File: src/design/html_text_entity_renderer_macros.svh
// ----------------------------------------------------------------------------
// HTML text entity renderer assertion macros
// Concurrent check helpers that compile to nothing for synthesis.
// ----------------------------------------------------------------------------
`ifndef HTML_TEXT_ENTITY_RENDERER_MACROS_SVH
`define HTML_TEXT_ENTITY_RENDERER_MACROS_SVH

`ifndef SYNTHESIS

// Condition that must hold at every clock edge out of reset.
`define HTER_ASSERT(name, cond, msg) \
    name: assert property (@(posedge clk) disable iff (!rst_n) (cond)) else $error(msg);

// Implication that must hold in the same cycle.
`define HTER_ASSERT_IMP(name, pre, post, msg) \
    name: assert property (@(posedge clk) disable iff (!rst_n) (pre) |-> (post)) \
        else $error(msg);

// Implication whose consequent is checked in the next cycle.
`define HTER_ASSERT_NEXT(name, pre, post, msg) \
    name: assert property (@(posedge clk) disable iff (!rst_n) (pre) |=> (post)) \
        else $error(msg);

`else

`define HTER_ASSERT(name, cond, msg)
`define HTER_ASSERT_IMP(name, pre, post, msg)
`define HTER_ASSERT_NEXT(name, pre, post, msg)

`endif

`endif

File: src/design/hter_pkg.sv
// ----------------------------------------------------------------------------
// HTML text entity renderer package
// Shared types, character constants and escape/digit helper functions.
// ----------------------------------------------------------------------------
package hter_pkg;

    // Item kinds carried on the input tuser field.
    localparam logic [1:0] KIND_TEXT   = 2'd0;
    localparam logic [1:0] KIND_ENTITY = 2'd1;
    localparam logic [1:0] KIND_NULL   = 2'd2;

    // Output burst limit per input word and its counter width.
    localparam int          N_W         = 6;
    localparam logic [5:0]  MAX_RESULTS = 6'd36;

    // Code point accumulator.
    localparam int          ACC_W    = 21;
    localparam logic [20:0] CP_LIMIT = 21'h10FFFF;
    localparam logic [20:0] CP_SAT   = 21'h110000;

    // Characters that steer decoding.
    localparam logic [7:0] CH_HASH  = 8'h23;
    localparam logic [7:0] CH_SEMI  = 8'h3B;
    localparam logic [7:0] CH_LX    = 8'h78;
    localparam logic [7:0] CH_UX    = 8'h58;
    localparam logic [7:0] CH_AMP   = 8'h26;
    localparam logic [7:0] CH_LT    = 8'h3C;
    localparam logic [7:0] CH_GT    = 8'h3E;
    localparam logic [7:0] CH_QUOT  = 8'h22;
    localparam logic [7:0] CH_ZERO  = 8'h30;
    localparam logic [7:0] CH_NINE  = 8'h39;
    localparam logic [7:0] CH_UA    = 8'h41;
    localparam logic [7:0] CH_UZ    = 8'h5A;
    localparam logic [7:0] CH_LA    = 8'h61;

    // U+FFFD in UTF-8, first byte in the low bits.
    localparam logic [23:0] REPL_BYTES = 24'hBDBFEF;

    // Entity strings, first character in the top byte.
    localparam logic [47:0] STR_AMP  = {"&amp;", 8'h00};
    localparam logic [47:0] STR_LT   = {"&lt;", 16'h0000};
    localparam logic [47:0] STR_GT   = {"&gt;", 16'h0000};
    localparam logic [47:0] STR_QUOT = "&quot;";

    typedef enum logic [3:0] {
        ST_IDLE,
        ST_ESC,
        ST_RAW,
        ST_HDR1,
        ST_HDR2,
        ST_HDR3,
        ST_HDR4,
        ST_BYTE_RD,
        ST_BYTE_USE,
        ST_DIG_RD,
        ST_DIG_USE,
        ST_CP
    } state_t;

    // Number of output bytes a byte expands to.
    function automatic logic [2:0] esc_len(input logic [7:0] b, input logic esc);
        logic [2:0] n;
        n = 3'd1;
        if (esc)
        begin
            case (b)
                CH_AMP:  n = 3'd5;
                CH_LT:   n = 3'd4;
                CH_GT:   n = 3'd4;
                CH_QUOT: n = 3'd6;
                default: n = 3'd1;
            endcase
        end
        return n;
    endfunction

    // Output byte number sub of the expansion of b.
    function automatic logic [7:0] esc_char(input logic [7:0] b, input logic esc,
                                            input logic [2:0] sub);
        logic [47:0] s;
        s = {b, 40'h0};
        if (esc)
        begin
            case (b)
                CH_AMP:  s = STR_AMP;
                CH_LT:   s = STR_LT;
                CH_GT:   s = STR_GT;
                CH_QUOT: s = STR_QUOT;
                default: s = {b, 40'h0};
            endcase
        end
        s = s << {sub, 3'b000};
        return s[47:40];
    endfunction

    // Digit value, wrapping like the byte arithmetic it replaces.
    function automatic logic [7:0] digit_val(input logic [7:0] c, input logic hex);
        logic [7:0] d;
        if (!hex || (c >= CH_ZERO && c <= CH_NINE))
            d = c - CH_ZERO;
        else if (c >= CH_UA && c <= CH_UZ)
            d = c - CH_UA + 8'd10;
        else
            d = c - CH_LA + 8'd10;
        return d;
    endfunction

endpackage

File: src/design/hter_ram.sv
// ----------------------------------------------------------------------------
// Generic RAM
// One write port and one read port with a registered read.
// ----------------------------------------------------------------------------
module hter_ram #(
    parameter int WIDTH = 8,
    parameter int DEPTH = 32
) (
    input  logic                     clk,
    input  logic                     we,
    input  logic [$clog2(DEPTH)-1:0] waddr,
    input  logic [WIDTH-1:0]         wdata,
    input  logic                     re,
    input  logic [$clog2(DEPTH)-1:0] raddr,
    output logic [WIDTH-1:0]         rdata
);

    logic [WIDTH-1:0] mem [DEPTH];
    logic [WIDTH-1:0] rdata_reg;

    // Write port.
    always_ff @(posedge clk)
    begin
        if (we)
            mem[waddr] <= wdata;
    end

    // Registered read port.
    always_ff @(posedge clk)
    begin
        if (re)
            rdata_reg <= mem[raddr];
    end

    assign rdata = rdata_reg;

endmodule

File: src/design/html_text_entity_renderer.sv
// ----------------------------------------------------------------------------
// HTML text entity renderer
// Escapes text bytes for HTML and decodes numeric character references.
// ----------------------------------------------------------------------------
// One input word is taken at a time; s_tready is high while the block is idle.
// A text byte gives 1 to 6 output bytes at one per cycle while the output is
// not stalled, a null character 3. A non-final entity byte is written to the
// run store as it is taken. On the final byte the run is rendered from the
// store through its single registered read port: each stored byte is read,
// then used, then its output bytes are sent. Outside verbatim mode a run of
// more than three bytes is first read at its second byte and checked for '#'
// there; a numeric reference then reads its third and last bytes, reads and
// adds in each digit, encodes the code point and sends its output bytes. A
// burst is cut at 36 output bytes. The output register lets the next input
// word be taken while the last result still waits.
`include "html_text_entity_renderer_macros.svh"

module html_text_entity_renderer
    import hter_pkg::*;
#(
    parameter int ENTITY_MAX_BYTES = 32
) (
    input  logic       clk,
    input  logic       rst_n,
    // Configuration: verbatim mode for entity runs.
    input  logic       cfg_we,
    input  logic       cfg_wdata,
    // Input stream.
    input  logic       s_tvalid,
    output logic       s_tready,
    input  logic [7:0] s_tdata,   // [7:0] text_byte
    input  logic [1:0] s_tuser,   // [1:0] text_kind
    input  logic       s_tlast,   // last_in
    // Output stream.
    output logic       m_tvalid,
    input  logic       m_tready,
    output logic [7:0] m_tdata,   // [7:0] out_byte
    output logic       m_tlast    // last_out
);

    localparam int IDX_W = $clog2(ENTITY_MAX_BYTES);
    localparam int CNT_W = $clog2(ENTITY_MAX_BYTES + 1);
    localparam logic [CNT_W-1:0] MAX_CNT = CNT_W'(ENTITY_MAX_BYTES);

    state_t             state_reg, state_next;
    logic               verbatim_reg;
    logic [CNT_W-1:0]   count_reg, count_next;
    logic [CNT_W-1:0]   len_reg, len_next;
    logic [CNT_W-1:0]   end_reg, end_next;
    logic [CNT_W-1:0]   idx_reg, idx_next;
    logic [7:0]         byte_reg, byte_next;
    logic               esc_reg, esc_next;
    logic               run_reg, run_next;
    logic               hex_reg, hex_next;
    logic [2:0]         sub_reg, sub_next;
    logic [31:0]        enc_reg, enc_next;
    logic [2:0]         raw_cnt_reg, raw_cnt_next;
    logic [ACC_W-1:0]   acc_reg, acc_next;
    logic [N_W-1:0]     n_reg, n_next;
    logic               m_tvalid_reg, m_tvalid_next;
    logic [7:0]         m_tdata_reg, m_tdata_next;
    logic               m_tlast_reg, m_tlast_next;

    logic               s_fire;
    logic               out_free;
    logic               emit;
    logic [7:0]         emit_byte;
    logic               str_end;
    logic               seq_end;
    logic               emit_last;
    logic               idx_last;
    logic [CNT_W-1:0]   len_new;
    logic [CNT_W-1:0]   dig_start;
    logic [CNT_W-1:0]   dig_end;
    logic [CNT_W-1:0]   idx_inc;
    logic [25:0]        acc_mul;
    logic [25:0]        acc_sum;
    logic [ACC_W-1:0]   acc_upd;

    logic               ram_we;
    logic [IDX_W-1:0]   ram_waddr;
    logic               ram_re;
    logic [IDX_W-1:0]   ram_raddr;
    logic [7:0]         ram_rdata;

    // Run store.
    hter_ram #(
        .WIDTH (8),
        .DEPTH (ENTITY_MAX_BYTES)
    ) u_store (
        .clk   (clk),
        .we    (ram_we),
        .waddr (ram_waddr),
        .wdata (s_tdata),
        .re    (ram_re),
        .raddr (ram_raddr),
        .rdata (ram_rdata)
    );

    // Handshake and emission qualifiers.
    assign s_tready  = (state_reg == ST_IDLE);
    assign s_fire    = s_tvalid && s_tready;
    assign out_free  = !m_tvalid_reg || m_tready;
    assign emit      = out_free && (state_reg == ST_ESC || state_reg == ST_RAW);
    assign idx_last  = (idx_reg == len_reg - CNT_W'(1));
    assign str_end   = (state_reg == ST_ESC) ? (sub_reg == esc_len(byte_reg, esc_reg) - 3'd1)
                                             : (raw_cnt_reg == 3'd1);
    assign seq_end   = str_end && !((state_reg == ST_ESC) && run_reg && !idx_last);
    assign emit_last = seq_end || (n_reg == MAX_RESULTS - 6'd1);
    assign emit_byte = (state_reg == ST_ESC) ? esc_char(byte_reg, esc_reg, sub_reg)
                                             : enc_reg[7:0];

    // Run length after storing the incoming byte.
    assign len_new   = (count_reg < MAX_CNT) ? count_reg + CNT_W'(1) : count_reg;
    assign idx_inc   = idx_reg + CNT_W'(1);
    assign dig_start = hex_reg ? CNT_W'(3) : CNT_W'(2);
    assign dig_end   = (ram_rdata == CH_SEMI) ? len_reg - CNT_W'(1) : len_reg;

    // Accumulator step: acc * base + digit, saturating above the code point range.
    assign acc_mul = hex_reg ? {1'b0, acc_reg, 4'b0000}
                             : ({2'b00, acc_reg, 3'b000} + {4'b0000, acc_reg, 1'b0});
    assign acc_sum = acc_mul + {18'b0, digit_val(ram_rdata, hex_reg)};
    assign acc_upd = (acc_sum > {5'b00000, CP_LIMIT}) ? CP_SAT : acc_sum[ACC_W-1:0];

    // Store write on every accepted run byte that still fits.
    assign ram_we    = s_fire && (s_tuser == KIND_ENTITY) && (count_reg < MAX_CNT);
    assign ram_waddr = count_reg[IDX_W-1:0];

    // Store read address per state.
    always_comb
    begin
        ram_re    = 1'b0;
        ram_raddr = idx_reg[IDX_W-1:0];
        case (state_reg)
            ST_HDR1:
            begin
                ram_re    = 1'b1;
                ram_raddr = IDX_W'(1);
            end
            ST_HDR2:
            begin
                ram_re    = 1'b1;
                ram_raddr = IDX_W'(2);
            end
            ST_HDR3:
            begin
                ram_re    = 1'b1;
                ram_raddr = IDX_W'(len_reg - CNT_W'(1));
            end
            ST_BYTE_RD, ST_DIG_RD:
            begin
                ram_re    = 1'b1;
                ram_raddr = idx_reg[IDX_W-1:0];
            end
            default:
            begin
                ram_re    = 1'b0;
                ram_raddr = idx_reg[IDX_W-1:0];
            end
        endcase
    end

    // Next state.
    always_comb
    begin
        state_next = state_reg;
        case (state_reg)
            ST_IDLE:
            begin
                if (s_fire)
                begin
                    case (s_tuser)
                        KIND_TEXT:
                            state_next = ST_ESC;
                        KIND_NULL:
                            state_next = ST_RAW;
                        KIND_ENTITY:
                        begin
                            if (s_tlast)
                            begin
                                if (verbatim_reg || len_new <= CNT_W'(3))
                                    state_next = ST_BYTE_RD;
                                else
                                    state_next = ST_HDR1;
                            end
                        end
                        default:
                            state_next = ST_IDLE;
                    endcase
                end
            end
            ST_ESC:
            begin
                if (emit)
                begin
                    if (n_reg == MAX_RESULTS - 6'd1 || seq_end)
                        state_next = ST_IDLE;
                    else if (str_end)
                        state_next = ST_BYTE_RD;
                end
            end
            ST_RAW:
            begin
                if (emit && emit_last)
                    state_next = ST_IDLE;
            end
            ST_HDR1:
                state_next = ST_HDR2;
            ST_HDR2:
                state_next = (ram_rdata == CH_HASH) ? ST_HDR3 : ST_BYTE_RD;
            ST_HDR3:
                state_next = ST_HDR4;
            ST_HDR4:
                state_next = (dig_start < dig_end) ? ST_DIG_RD : ST_CP;
            ST_BYTE_RD:
                state_next = ST_BYTE_USE;
            ST_BYTE_USE:
                state_next = ST_ESC;
            ST_DIG_RD:
                state_next = ST_DIG_USE;
            ST_DIG_USE:
                state_next = (idx_inc < end_reg) ? ST_DIG_RD : ST_CP;
            ST_CP:
            begin
                if (acc_reg != '0 && acc_reg <= 21'h00007F)
                    state_next = ST_ESC;
                else
                    state_next = ST_RAW;
            end
            default:
                state_next = ST_IDLE;
        endcase
    end

    // Datapath and output register.
    always_comb
    begin
        count_next    = count_reg;
        len_next      = len_reg;
        end_next      = end_reg;
        idx_next      = idx_reg;
        byte_next     = byte_reg;
        esc_next      = esc_reg;
        run_next      = run_reg;
        hex_next      = hex_reg;
        sub_next      = sub_reg;
        enc_next      = enc_reg;
        raw_cnt_next  = raw_cnt_reg;
        acc_next      = acc_reg;
        n_next        = n_reg;
        m_tvalid_next = m_tvalid_reg;
        m_tdata_next  = m_tdata_reg;
        m_tlast_next  = m_tlast_reg;

        // A taken output word frees the register.
        if (m_tready)
            m_tvalid_next = 1'b0;

        case (state_reg)
            ST_IDLE:
            begin
                if (s_fire)
                begin
                    n_next   = '0;
                    sub_next = 3'd0;
                    case (s_tuser)
                        KIND_TEXT:
                        begin
                            byte_next = s_tdata;
                            esc_next  = 1'b1;
                            run_next  = 1'b0;
                        end
                        KIND_NULL:
                        begin
                            enc_next     = {8'h00, REPL_BYTES};
                            raw_cnt_next = 3'd3;
                        end
                        KIND_ENTITY:
                        begin
                            count_next = len_new;
                            if (s_tlast)
                            begin
                                count_next = '0;
                                len_next   = len_new;
                                idx_next   = '0;
                                run_next   = 1'b1;
                            end
                        end
                        default:
                            count_next = count_reg;
                    endcase
                end
            end
            ST_ESC, ST_RAW:
            begin
                if (emit)
                begin
                    m_tvalid_next = 1'b1;
                    m_tdata_next  = emit_byte;
                    m_tlast_next  = emit_last;
                    n_next        = n_reg + 6'd1;
                    if (state_reg == ST_RAW)
                    begin
                        enc_next     = {8'h00, enc_reg[31:8]};
                        raw_cnt_next = raw_cnt_reg - 3'd1;
                    end
                    else if (str_end)
                    begin
                        sub_next = 3'd0;
                        idx_next = idx_inc;
                    end
                    else
                    begin
                        sub_next = sub_reg + 3'd1;
                    end
                end
            end
            ST_HDR3:
                hex_next = (ram_rdata == CH_LX) || (ram_rdata == CH_UX);
            ST_HDR4:
            begin
                end_next = dig_end;
                idx_next = dig_start;
                acc_next = '0;
            end
            ST_BYTE_USE:
            begin
                byte_next = ram_rdata;
                esc_next  = !verbatim_reg;
                sub_next  = 3'd0;
            end
            ST_DIG_USE:
            begin
                acc_next = acc_upd;
                idx_next = idx_inc;
            end
            ST_CP:
            begin
                // UTF-8 encoding, first byte in the low bits.
                sub_next = 3'd0;
                if (acc_reg == '0 || acc_reg > CP_LIMIT)
                begin
                    enc_next     = {8'h00, REPL_BYTES};
                    raw_cnt_next = 3'd3;
                end
                else if (acc_reg <= 21'h00007F)
                begin
                    byte_next = acc_reg[7:0];
                    esc_next  = 1'b1;
                    run_next  = 1'b0;
                end
                else if (acc_reg <= 21'h0007FF)
                begin
                    enc_next     = {16'h0000, 2'b10, acc_reg[5:0], 3'b110, acc_reg[10:6]};
                    raw_cnt_next = 3'd2;
                end
                else if (acc_reg <= 21'h00FFFF)
                begin
                    enc_next     = {8'h00, 2'b10, acc_reg[5:0], 2'b10, acc_reg[11:6],
                                    4'b1110, acc_reg[15:12]};
                    raw_cnt_next = 3'd3;
                end
                else
                begin
                    enc_next     = {2'b10, acc_reg[5:0], 2'b10, acc_reg[11:6],
                                    2'b10, acc_reg[17:12], 5'b11110, acc_reg[20:18]};
                    raw_cnt_next = 3'd4;
                end
            end
            default:
                n_next = n_reg;
        endcase
    end

    // Control registers.
    always_ff @(posedge clk or negedge rst_n)
    begin
        if (!rst_n)
        begin
            state_reg    <= ST_IDLE;
            verbatim_reg <= 1'b0;
            count_reg    <= '0;
            n_reg        <= '0;
            m_tvalid_reg <= 1'b0;
        end
        else
        begin
            state_reg    <= state_next;
            count_reg    <= count_next;
            n_reg        <= n_next;
            m_tvalid_reg <= m_tvalid_next;
            if (cfg_we)
                verbatim_reg <= cfg_wdata;
        end
    end

    // Payload registers.
    always_ff @(posedge clk)
    begin
        len_reg     <= len_next;
        end_reg     <= end_next;
        idx_reg     <= idx_next;
        byte_reg    <= byte_next;
        esc_reg     <= esc_next;
        run_reg     <= run_next;
        hex_reg     <= hex_next;
        sub_reg     <= sub_next;
        enc_reg     <= enc_next;
        raw_cnt_reg <= raw_cnt_next;
        acc_reg     <= acc_next;
        m_tdata_reg <= m_tdata_next;
        m_tlast_reg <= m_tlast_next;
    end

    assign m_tvalid = m_tvalid_reg;
    assign m_tdata  = m_tdata_reg;
    assign m_tlast  = m_tlast_reg;

    // Checks.
    `HTER_ASSERT(a_burst_limit, n_reg <= MAX_RESULTS, "output burst exceeded its limit")
    `HTER_ASSERT(a_count_range, count_reg <= MAX_CNT, "run byte count exceeded the store")
    `HTER_ASSERT_IMP(a_emit_free, emit && m_tvalid_reg, m_tready, "output word overwritten")
    `HTER_ASSERT_IMP(a_read_in_run, state_reg == ST_BYTE_RD || state_reg == ST_DIG_RD,
                     idx_reg < len_reg, "store read beyond the current run")
    `HTER_ASSERT_NEXT(a_text_escapes, s_fire && s_tuser == KIND_TEXT,
                      state_reg == ST_ESC && n_reg == '0, "text byte did not start escaping")

endmodule

File: config.mk
export PLATFORM = sky130hd
export DESIGN_NAME = html_text_entity_renderer
export DESIGN_NICKNAME = d
export VERILOG_FILES = /design/src/design/hter_pkg.sv /design/src/design/hter_ram.sv /design/src/design/html_text_entity_renderer.sv
export VERILOG_INCLUDE_DIRS = /design/src /design/src/design
export SDC_FILE = /design/constraint.sdc
export NUM_CORES = 1
export LEC_CHECK = 0
export ABC_AREA = 1
export BUFFER_PORTS_ARGS = -buffer_cell sky130_fd_sc_hd__buf_2
export CAP_MARGIN = 5
export CELL_PAD_IN_SITES_DETAIL_PLACEMENT = 1
export CELL_PAD_IN_SITES_GLOBAL_PLACEMENT = 2
export CORE_UTILIZATION = 41
export CTS_CLUSTER_SIZE = 28
export DETAILED_ROUTE_END_ITERATION = 6
export HOLD_SLACK_MARGIN = 0.05
export PLACE_DENSITY_LB_ADDON = 0.08
export SETUP_SLACK_MARGIN = 0.3
export SLEW_MARGIN = 20
export SYNTH_ARGS = -nofsm -noshare
export SYNTH_HDL_FRONTEND = slang
export SYNTH_HIERARCHICAL = 1
export SYNTH_SLANG_ARGS = --single-unit
File: constraint.sdc
create_clock -name clk -period 4.8 [get_ports clk]
set_input_delay 0.48 -clock clk [delete_from_list [all_inputs] [get_ports clk]]
set_output_delay 0.48 -clock clk [all_outputs]
set_load 0.05 [all_outputs]
==> results.ini, run 1 <==
[logic_synthesis]
synth_top_area_cell=edfxtp_1
avgSynthCellArea_um2=9.41
ys.flop_type=edfxtp_1
synth_edf_count=358
yosysWarningCount=6
synth_top_area_share_pct=53.8
synth_seq_cells=376
syn_inst=2124
synth_commonest_cells=615 x nand2_1, 358 x edfxtp_1, 282 x nand3_1, 191 x inv_1, 168 x nor2_1
async_flop_share_pct=4.79
yosysUniqueCellTypes=66
synth.yosys.seq_area_share_pct=56.0
synthTopCellsByArea=edfxtp_1 54%, nand2_1 12%, nand3_1 7.1%
netlist_area_um2=20000
synth.net_count=2198
synth_most_common_cell=nand2_1

[pwr]
p_switching_mw=6.60
p_seq_share_pct=31.5
ir_drop_v=0.000416
power_mw=14.7
pwr-share-clk_pct=21.0
p_int_mw=8.06
comb_power_share_pct=47.5
p_leak_nw=9.07
powerDensity_nw_per_um2=658
switching_share_pct=45.0

[setup_path]
path_delay_family=simple AND/OR/NAND/NOR gates
r2r-end=acc_reg[16]
reg2reg_slack_ns=0.64
cp-endpoint=acc_reg[16]
critPathKind=reg -> reg
cp_common_cell=nand2_1
critPathLaunch=u_store/rdata[0]
start_kind=register
cp.arrival_ns=4.48
cp_slowest_cell=edfxtp_1
crit_required_ns=5.11
cp_max_fo=6
slowest_delay_ns=0.40
rr_startpoint=u_store/rdata[0]
r2r_cells=30
end_kind=register
cp.depth=30
cp_num_buf_inv=5

[timing]
setup_viol=0
hold_viol=0
finalClockSkew_ns=0.0381
period_share_pct=86.7
tightest_slew_ns=0.955
relSlewSlack_pct=36.3
rsz0062_at_grt=no
holdWs_ns=0.137
fin_crit_ns=4.16
fin_tns_setup_ns=0
fmax_mhz=240
drv_slew=0

[cells_and_area]
fin_area_um2=22300
syn2layout_area_growth_pct=11.5
fill_cells=5506
n_antenna_cell=0
drive_gt1_share_pct=11.6
largest_reg_flops=256
nNetsFinal=2270

[cts]
numCtsBuffers=42
cts.sinks=376
cts_htree_levels=2
root_buffer=clkbuf_16
clkLatencyLatePin_ns=0.58
cts_buffer_depth=3
clkSlewWorstSetupHoldPaths_ns=0.06
tritoncts=built

[die]
die-area_um2=49700
core_area_um2=47900
num_rows=80
die_h_um=223
initial_core_util_pct=41.7
die_width_um=223
io_pins=28

[drt]
drtAntennaViolNets=0
wl_per_cell_um=20.1
routed_wl_um=57200
drtIter0Drc=812
drtPass1Iterations=5
vias=15100
viasPerCell=5.30
drcViolationCount=0

[grt]
grt_usage_pct=23.6
grt_overflow=0
grt_pass1_wl_um=90600
grt_pass1_vias=15700
grt_max_degree=81
antenna_found_initial=0

[hold_path]
min_path_cells=2
hp-class=in -> reg

[run_status]
status=completed

[job]
max-cap-violations=0

[place]
placed_area_um2=20900
port-buffer-count=27
hpwl_um=40200
gp_congestion=0.846

-- routing by layer --
layer | routed length, um | GRT usage (%) | vias to the layer above | share of wire [%]
met1 | 25800 | 31.2 | 7401 | 45
met4 | 1270 | 6.81 | 0 | 2.2
li1 | - | - | 7356 | -
met5 | 0 | 0 | - | 0
met3 | 1960 | 2.78 | 72 | 3.4
met2 | 28200 | 40.7 | 240 | 49
-- repair_timing --
| action | CTS | global route |
|---|---|---|
| endpoints found under the setup margin | 2 | 21 |
| gates resized for setup | 0 | 6 |
| buffers inserted | 2 | 5 |
| hold endpoints to repair | 18 | 0 |
| pin swaps | 1 | 3 |
| hold buffers | 1 | 0 |
-- cell type report --
cell class              instances  area, um2  area share (%)
inverters                     214        817            3.67
clock inverters                21        173           0.775
flip-flops and latches        376      11200            50.3
clock buffers                  57       1140            5.11
well taps                     615        769            3.45
repair buffers                 94        678            3.04
multi-input cells            1468       7510            33.7
-- per-stage QoR --
step           cells  setup slack (ns)  utilization [%]
6_report        2845             0.637             46.5
5_1_grt         2845             0.261             46.5
4_1_cts         2840             0.474             46.4
3_5_place_dp    2759             0.313             43.6
3_3_place_gp    2759             0.413             43.6
2_1_floorplan   2124             0.783                -
-- cells by family after synthesis --
| group | synth area share [%] |
|---|---|
| and+or+nand+nor | 26.2 |
| DFF | 56.0 |
| buffers and inverters | 6.59 |
| adders and majority gates | 3.64 |
| muxes | 0.106 |
| xor gates and xnor gates | 1.58 |
| AOI/OAI and AO/OA | 5.83 |
-- power groups by stage --
| stage | registers (mW) | logic (mW) | clock network [mW] |
|---|---|---|---|
| detailed placement | 4.68 | 6.92 | 0 |
| CTS | 4.62 | 6.95 | 3.16 |
| floorplan | 4.69 | 4.91 | 0 |
| global placement | 4.67 | 6.83 | 0 |
| global route | 4.67 | 7.82 | 3.26 |
| finish | 4.61 | 6.96 | 3.08 |
-- layout by cell type, fill, tap and decap left out, drive strengths merged, types with 4 or more instances in the layout --
master	count
a21oi	52
a2bb2oi	6
a31oi	5
buf	93
clkbuf	57
clkinv	26
dfrtp	18
edfxtp	358
ha	55
inv	208
nand2	646
nand3	292
nand4	17
nor2	194
nor3	17
nor4	6
o2111ai	4
o211ai	7
o21ai	63
o221ai	9
o22ai	15
or2	6
xnor2	9
xor2	27
-- worst min-delay path by stage --
stage,start,end,slack [ns]
2_1_floorplan,rst_n,count_reg[0],0.18
3_3_place_gp,rst_n,n_reg[5],0.48
3_5_place_dp,enc_reg[23],enc_reg[15],0.49
4_1_cts,cfg_wdata,verbatim_reg,0.10
5_1_grt,cfg_wdata,verbatim_reg,0.13
6_report,cfg_wdata,verbatim_reg,0.14
Power figures use the tool's default switching activity.
==> run 2, diff against run 1 <==
- CORE_UTILIZATION: 41 -> 37
- MAX_ROUTING_LAYER: default -> met4
- clock period: 4.8 -> 3.6 ns (I/O delays scaled with it)
==> run 2 against run 1 <==
The run now ends with negative setup slack left; first-iteration DRC count grew 1.5%; clock-buffer cell count shrank 3; largest cell class unchanged; sequential share of layout area shrank 2.9 points; fmax grew 3.5%; clock skew shrank 0.014 ns; sequential cell count is the same; critical path type unchanged; clock power grew 38%; worst hold slack lost 0.045 ns; critical path depth shrank 2; routed wire length grew 3.5%; total power grew 41%; combinational power grew 49%.
==> results.ini, run 2 (synthesis results as in run 1) <==
[run_status]
status=complete, but fails checks
violations=negative setup slack

[cells_and_area]
drive_gt1_share_pct=18.0  ; +6.4 points
fin_area_um2=23700  ; +6.2%
layout_commonest_cell=nand2_1
syn2layout_area_growth_pct=18.4
n_antenna_cell=0  ; unchanged
fin_util_pct=44.7  ; -1.8 points
largest_reg_flops=256  ; unchanged
nNetsFinal=2392  ; +5.4%
final_cell_mix=609 x nand2_1, 358 x edfxtp_1, 275 x nand3_1

[grt]
grt_usage_pct=22.7  ; -0.91 points
antenna_found_initial=0  ; unchanged
grt_pass1_wl_um=92000  ; +1.6%
grt_pass1_vias=15900  ; +1.2%
grt_overflow=0  ; unchanged
grt_max_degree=81  ; unchanged

[cts]
tritoncts=built
clkSlewWorstSetupHoldPaths_ns=0.06  ; about the same
root_buffer=clkbuf_16
cts_buffer_depth=3  ; unchanged
clkLatencyLatePin_ns=0.58  ; about the same
cts_htree_levels=2  ; unchanged
numCtsBuffers=43  ; +2.4%
cts.sinks=376  ; unchanged

[timing]
relSlewSlack_pct=41.8  ; +5.5 points
period_share_pct=112  ; +25 points
setup_viol=21  ; +21
tightest_slew_ns=0.870  ; -0.0854 ns
hold_viol=0  ; unchanged
rsz0062_at_grt=yes
finalClockSkew_ns=0.0243  ; -0.0139 ns
drv_slew=0  ; unchanged
fin_tns_setup_ns=-7.57  ; -7.57 ns
fmax_mhz=249  ; +3.5%
fin_crit_ns=4.02  ; -0.142 ns
worst_slack_ns=-0.420  ; -1.06 ns

[setup_path]
cp_slowest_cell=edfxtp_1
end_kind=register
cp.arrival_ns=4.46  ; -0.02 ns
cp_max_fo=5  ; -1
start_kind=register
slowest_delay_ns=0.48  ; +0.08 ns
crit_required_ns=4.04  ; -1.07 ns
critPathKind=reg -> reg

[drt]
drtIter0Drc=824  ; +1.5%
wl_per_cell_um=19.5  ; -3.0%
vias=15300  ; +1.7%
drcViolationCount=0  ; unchanged
drtAntennaViolNets=0  ; unchanged
routed_wl_um=59200  ; +3.5%
viasPerCell=5.05  ; -4.6%
drtPass1Iterations=4  ; -1

[die]
io_pins=28  ; unchanged
die_width_um=234  ; +5.2%
num_rows=84  ; +5.0%
core_area_um2=53000  ; +10%
die_h_um=234  ; +5.2%
die-area_um2=55000  ; +11%
initial_core_util_pct=37.7  ; -4.0 points

[pwr]
powerDensity_nw_per_um2=875  ; +33%
power_mw=20.7  ; +41%
p_leak_nw=9.71  ; +7.1%
ir_drop_v=0.000701  ; +69%

[place]
placed_area_um2=21800  ; +4.5%
hpwl_um=41600  ; +3.4%
port-buffer-count=27  ; unchanged
gp_congestion=0.861  ; +1.8%

[job]
max-cap-violations=0  ; unchanged

[hold_path]
hp-class=in -> reg

## run 2: changes by cell type in the layout (fill, tap and decap cells not counted), sizes merged
| cell | previous run | this run |
|---|---|---|
| buf | 93 | 212 |
| clkinv | 26 | 21 |
| clkbuf | 57 | 54 |
| clkinvlp | 0 | 3 |
| bufinv | 1 | 3 |
| dlygate4sd3 | 1 | 3 |
| inv | 208 | 207 |
## run 2: metal layers
metal  vias up  GRT usage, %  wire (um)
li1       7593             -          -
met1      7463          28.5      26600
met2       207          38.8      29700
met3        69          2.77       1820
met4         0          5.54       1160
met5         -             -          0
## run 2: final timing paths
| kind | startpoint | end | slack [ns] | cells past startpoint |
|---|---|---|---|---|
| setup / recovery | u_store/rdata[0] | acc_reg[11] | -0.42 | 28 |
| hold / removal | m_tready | m_tvalid | 0.09 | 4 |
| setup reg to reg | u_store/rdata[0] | acc_reg[11] | -0.42 | 28 |
| hold reg to reg | enc_reg[23] | enc_reg[15] | 0.50 | 1 |
| max in group asynchronous | rst_n | count_reg[0] | 2.94 | 2 |
| min in group asynchronous | rst_n | verbatim_reg | 0.29 | 2 |
## run 2: worst max-delay path, delay by kind of cell, from the launching register on
kind	cells	cell delay [ns]
fa+ha+maj	2	0.53
mux	1	0.09
simple gates	16	1.56
xor+xnor	1	0.16
buf+inv	6	0.82
compound gates	2	0.21
flops	1	0.48
## run 2: metrics by stage
stage	hold slack, ns	cells	worst slack (ns)
floorplan	0.0644	2124	-0.181
global placement	0.347	2930	-0.345
detailed placement	0.356	2930	-0.437
CTS	0.0622	3025	-0.356
global route	0.102	3035	-0.789
finish	0.0913	3035	-0.420
## run 2: repair_timing
item,in CTS,in global routing
pin swaps,27,22
resized for setup,31,31
gates cloned,3,0
hold buffers,3,0
setup buffers,15,10
hold endpoints to repair,19,0
setup endpoints to repair,27,250
## run 2: layout make-up
class | count | area, um2
clock buffer | 54 | 1120
multi-input combinational | 1468 | 7720
sequential | 376 | 11200
tap | 688 | 861
clock inverter | 20 | 218
timing repair buffer | 215 | 1740
inverter | 214 | 820
fill | 6044 | 29300
## run 2: power breakdown
part / switching [mW] / total [mW] / internal [mW]
clock network: 1.82 / 4.25 / 2.42
logic: 6.88 / 10.4 / 3.49
registers: 0.429 / 6.11 / 5.68
total: 9.13 / 20.7 / 11.6
==> run 3, diff against run 2 <==
- ABC_AREA: 1 -> default
- CORE_ASPECT_RATIO: default -> 1.25
- CORE_UTILIZATION: 37 -> 41
==> run 3 against run 2 <==
The flow still finishes with violations (negative setup slack); sequential power fell by 3.9%; global-route usage is 0.95 points higher; worst hold slack better by 0.050 ns; combinational power decreased by 18%; clock power down 3%; worst setup slack gained 0.16 ns; sequential cell count stayed put; critical endpoint is now acc_reg[10].
==> results.ini, run 3 <==
[run_status]
status=complete, but fails checks
violations=negative setup slack

[logic_synthesis]
synth.yosys.seq_area_share_pct=59.0  ; +3.0 points
yosysUniqueCellTypes=86  ; +30%
avgSynthCellArea_um2=13.4  ; +42%
async_flop_share_pct=4.79  ; unchanged
synth_top_area_share_pct=56.6  ; +2.8 points
synth_seq_cells=376  ; unchanged
synth.net_count=1493  ; -32%
synth_top_area_cell=edfxtp_1
synth_most_common_cell=edfxtp_1
synth_commonest_cells=358 x edfxtp_1, 119 x nor2_1, 93 x nand2_1, 85 x a21oi_1, 80 x mux4_2
yosysWarningCount=6  ; unchanged
ys.flop_type=edfxtp_1
syn_inst=1419  ; -33%
netlist_area_um2=19000  ; -5.0%
synth_edf_count=358  ; unchanged
synthTopCellsByArea=edfxtp_1 57%, mux4_2 9.5%, ha_1 3.6%

[drt]
drtIter0Drc=617  ; -25%
drtAntennaViolNets=0  ; unchanged
drtPass1Iterations=4  ; unchanged
drcViolationCount=0  ; unchanged
viasPerCell=5.63  ; +11%
vias=12800  ; -17%
wl_per_cell_um=23.4  ; +20%
routed_wl_um=53000  ; -10%

[setup_path]
start_kind=register
critPathKind=reg -> reg
critPathLaunch=u_store/rdata[4]
rr_startpoint=u_store/rdata[4]
crit_required_ns=3.92  ; -0.12 ns
slowest_delay_ns=0.38  ; -0.10 ns
path_cells=buf_4, ha_1, nand2_1, o21ai_2, buf_4, o21ai_1, buf_4, nor2_1, xor2_1, ha_2, a211oi_2, nor2_2, o21ai_4, a211oi_2, nand4_1, nor3_2, buf_4, a31oi_4, o21ai_4, clkbuf_16, nor3_1
r2r_cells=21  ; -25%
cp_common_cell=buf_4
cp.arrival_ns=4.18  ; -0.28 ns
cp_max_fo=7  ; +2
cp-endpoint=acc_reg[10]
cp.depth=21  ; -25%
r2r-end=acc_reg[10]
cp_slowest_cell=edfxtp_1
cp_num_buf_inv=5  ; -1
end_kind=register
reg2reg_slack_ns=-0.26  ; +0.16 ns
path_delay_family=compound AO/OA/AOI/OAI gates

[die]
die_width_um=194  ; -17%
num_rows=87  ; +3.6%
die-area_um2=47200  ; -14%
initial_core_util_pct=41.8  ; +4.1 points
core_area_um2=45400  ; -14%
die_h_um=243  ; +3.5%
io_pins=28  ; unchanged

[cells_and_area]
largest_reg_flops=256  ; unchanged
fin_util_pct=51.1  ; +6.4 points
nNetsFinal=1730  ; -28%
final_cell_mix=358 x edfxtp_1, 215 x buf_4, 109 x nor2_1
fill_cells=4556  ; -25%
n_antenna_cell=0  ; unchanged
drive_gt1_share_pct=30.4  ; +12 points
stdcell_count=2265  ; -25%
syn2layout_area_growth_pct=22.2
layout_commonest_cell=edfxtp_1

[place]
gp_congestion=0.871  ; +1.1%
dpl.cell_count=2159  ; -26%
port-buffer-count=27  ; unchanged
hpwl_um=38100  ; -8.5%

[timing]
drv_slew=0  ; unchanged
hold_viol=0  ; unchanged
relSlewSlack_pct=45.0  ; +3.2 points
setup_viol=21  ; unchanged
fin_crit_ns=3.86  ; -0.162 ns
period_share_pct=107  ; -4.5 points
worst_slack_ns=-0.259  ; +0.162 ns
finalClockSkew_ns=0.0259  ; +0.00158 ns
rsz0062_at_grt=yes
tightest_slew_ns=0.825  ; -0.0447 ns
fmax_mhz=259  ; +4.2%

[cts]
cts_buffer_depth=3  ; unchanged
root_buffer=clkbuf_16
cts.sinks=376  ; unchanged
tritoncts=built
clkSlewWorstSetupHoldPaths_ns=0.07  ; about the same
numCtsBuffers=39  ; -9.3%
cts_htree_levels=2  ; unchanged
clkLatencyLatePin_ns=0.56  ; -0.02 ns

[pwr]
powerDensity_nw_per_um2=798  ; -8.9%
comb_power_share_pct=46.0  ; -4.0 points
switching_share_pct=35.8  ; -8.2 points
p_seq_share_pct=31.7  ; +2.2 points
pwr-share-clk_pct=22.3  ; +1.8 points
power_mw=18.5  ; -11%
ir_drop_v=0.000498  ; -29%
p_leak_nw=8.27  ; -15%
p_switching_mw=6.63  ; -27%
p_int_mw=11.9  ; +2.5%

[hold_path]
hp-class=in -> reg
min_path_cells=2  ; -2

[grt]
antenna_found_initial=0  ; unchanged
grt_overflow=0  ; unchanged
grt_max_degree=48  ; -41%
grt_pass1_vias=13700  ; -14%
grt_pass1_wl_um=82200  ; -11%
grt_usage_pct=23.6  ; +0.95 points

[job]
max-cap-violations=0  ; unchanged

==> run 3: changes by cell type after synthesis, sizes merged, moves of 23 or more <==
cell,before,now
xnor2,9,32
inv,207,50
a21oi,52,88
nor2,194,120
clkbuf,19,43
nand2,646,93
mux4,0,80
nand3,292,29
==> run 3: layout make-up <==
cell class              instances  area [um2]  area share [%]
flip-flops and latches        376       11200            48.3
clock buffers                  45        1020            4.39
multi-input cells             925        7710            33.2
well taps                     578         723            3.12
clock inverters                27         280            1.21
inverters                      50         188           0.809
repair buffers                264        2090            9.01
==> run 3: layer usage <==
metal | wire, um | part of all wire [%] | up-vias | track usage, %
met5 | 0 | 0 | - | -
li1 | - | - | 5992 | -
met2 | 28200 | 53 | 170 | 41.8
met1 | 21400 | 40 | 6502 | 27.1
met4 | 1990 | 3.8 | 0 | 8.89
met3 | 1450 | 2.7 | 92 | 3.29
==> run 3: cell families (layout without fill, tap and decap cells) <==
group / count (synthesis) / after routing / synth area share [%]
AOI/OAI and AO/OA: 306 / 306 / 10.5
xor gates and xnor gates: 56 / 56 / 2.58
adders and majority gates: 58 / 58 / 3.89
DFF: 376 / 376 / 59.0
muxes: 101 / 101 / 10.7
and+or+nand+nor: 404 / 404 / 10.7
buffers and inverters: 118 / 386 / 2.64
==> run 3: worst min path at each step <==
stage | start | endpoint
CTS | s_tlast | count_reg[4]
floorplan | rst_n | count_reg[0]
detailed placement | rst_n | count_reg[5]
global placement | rst_n | count_reg[5]
finish | s_tlast | count_reg[4]
global route | s_tlast | count_reg[4]
==> run 3: timing repair <==
action	4_1_cts	5_1_grt
hold buffers	3	0
endpoints found under the setup margin	57	71
pin swaps	23	14
endpoints found under the hold margin	19	0
gates resized for setup	36	40
buffers inserted	15	14
cloned	0	2
==> run 3: through the flow <==
step	instance area [um2]	hold slack [ns]	worst slack [ns]	TNS, ns
floorplan	19100	0.0644	-0.205	-2.47
global placement	21300	0.357	-0.286	-4.40
detailed placement	21300	0.358	-0.424	-7.17
CTS	22900	0.115	-0.218	-3.54
global route	23200	0.152	-0.488	-9.62
finish	23200	0.142	-0.259	-4.78
==> run 3: power by group through the flow <==
| stage | clock [mW] | sequential (mW) | combinational (mW) |
|---|---|---|---|
| finish | 4.13 | 5.87 | 8.52 |
| CTS | 4.24 | 5.87 | 8.29 |
| detailed placement | 0 | 5.96 | 7.91 |
| global route | 4.37 | 5.92 | 9.26 |
| floorplan | 0 | 6.02 | 4.88 |
| global placement | 0 | 5.95 | 7.84 |
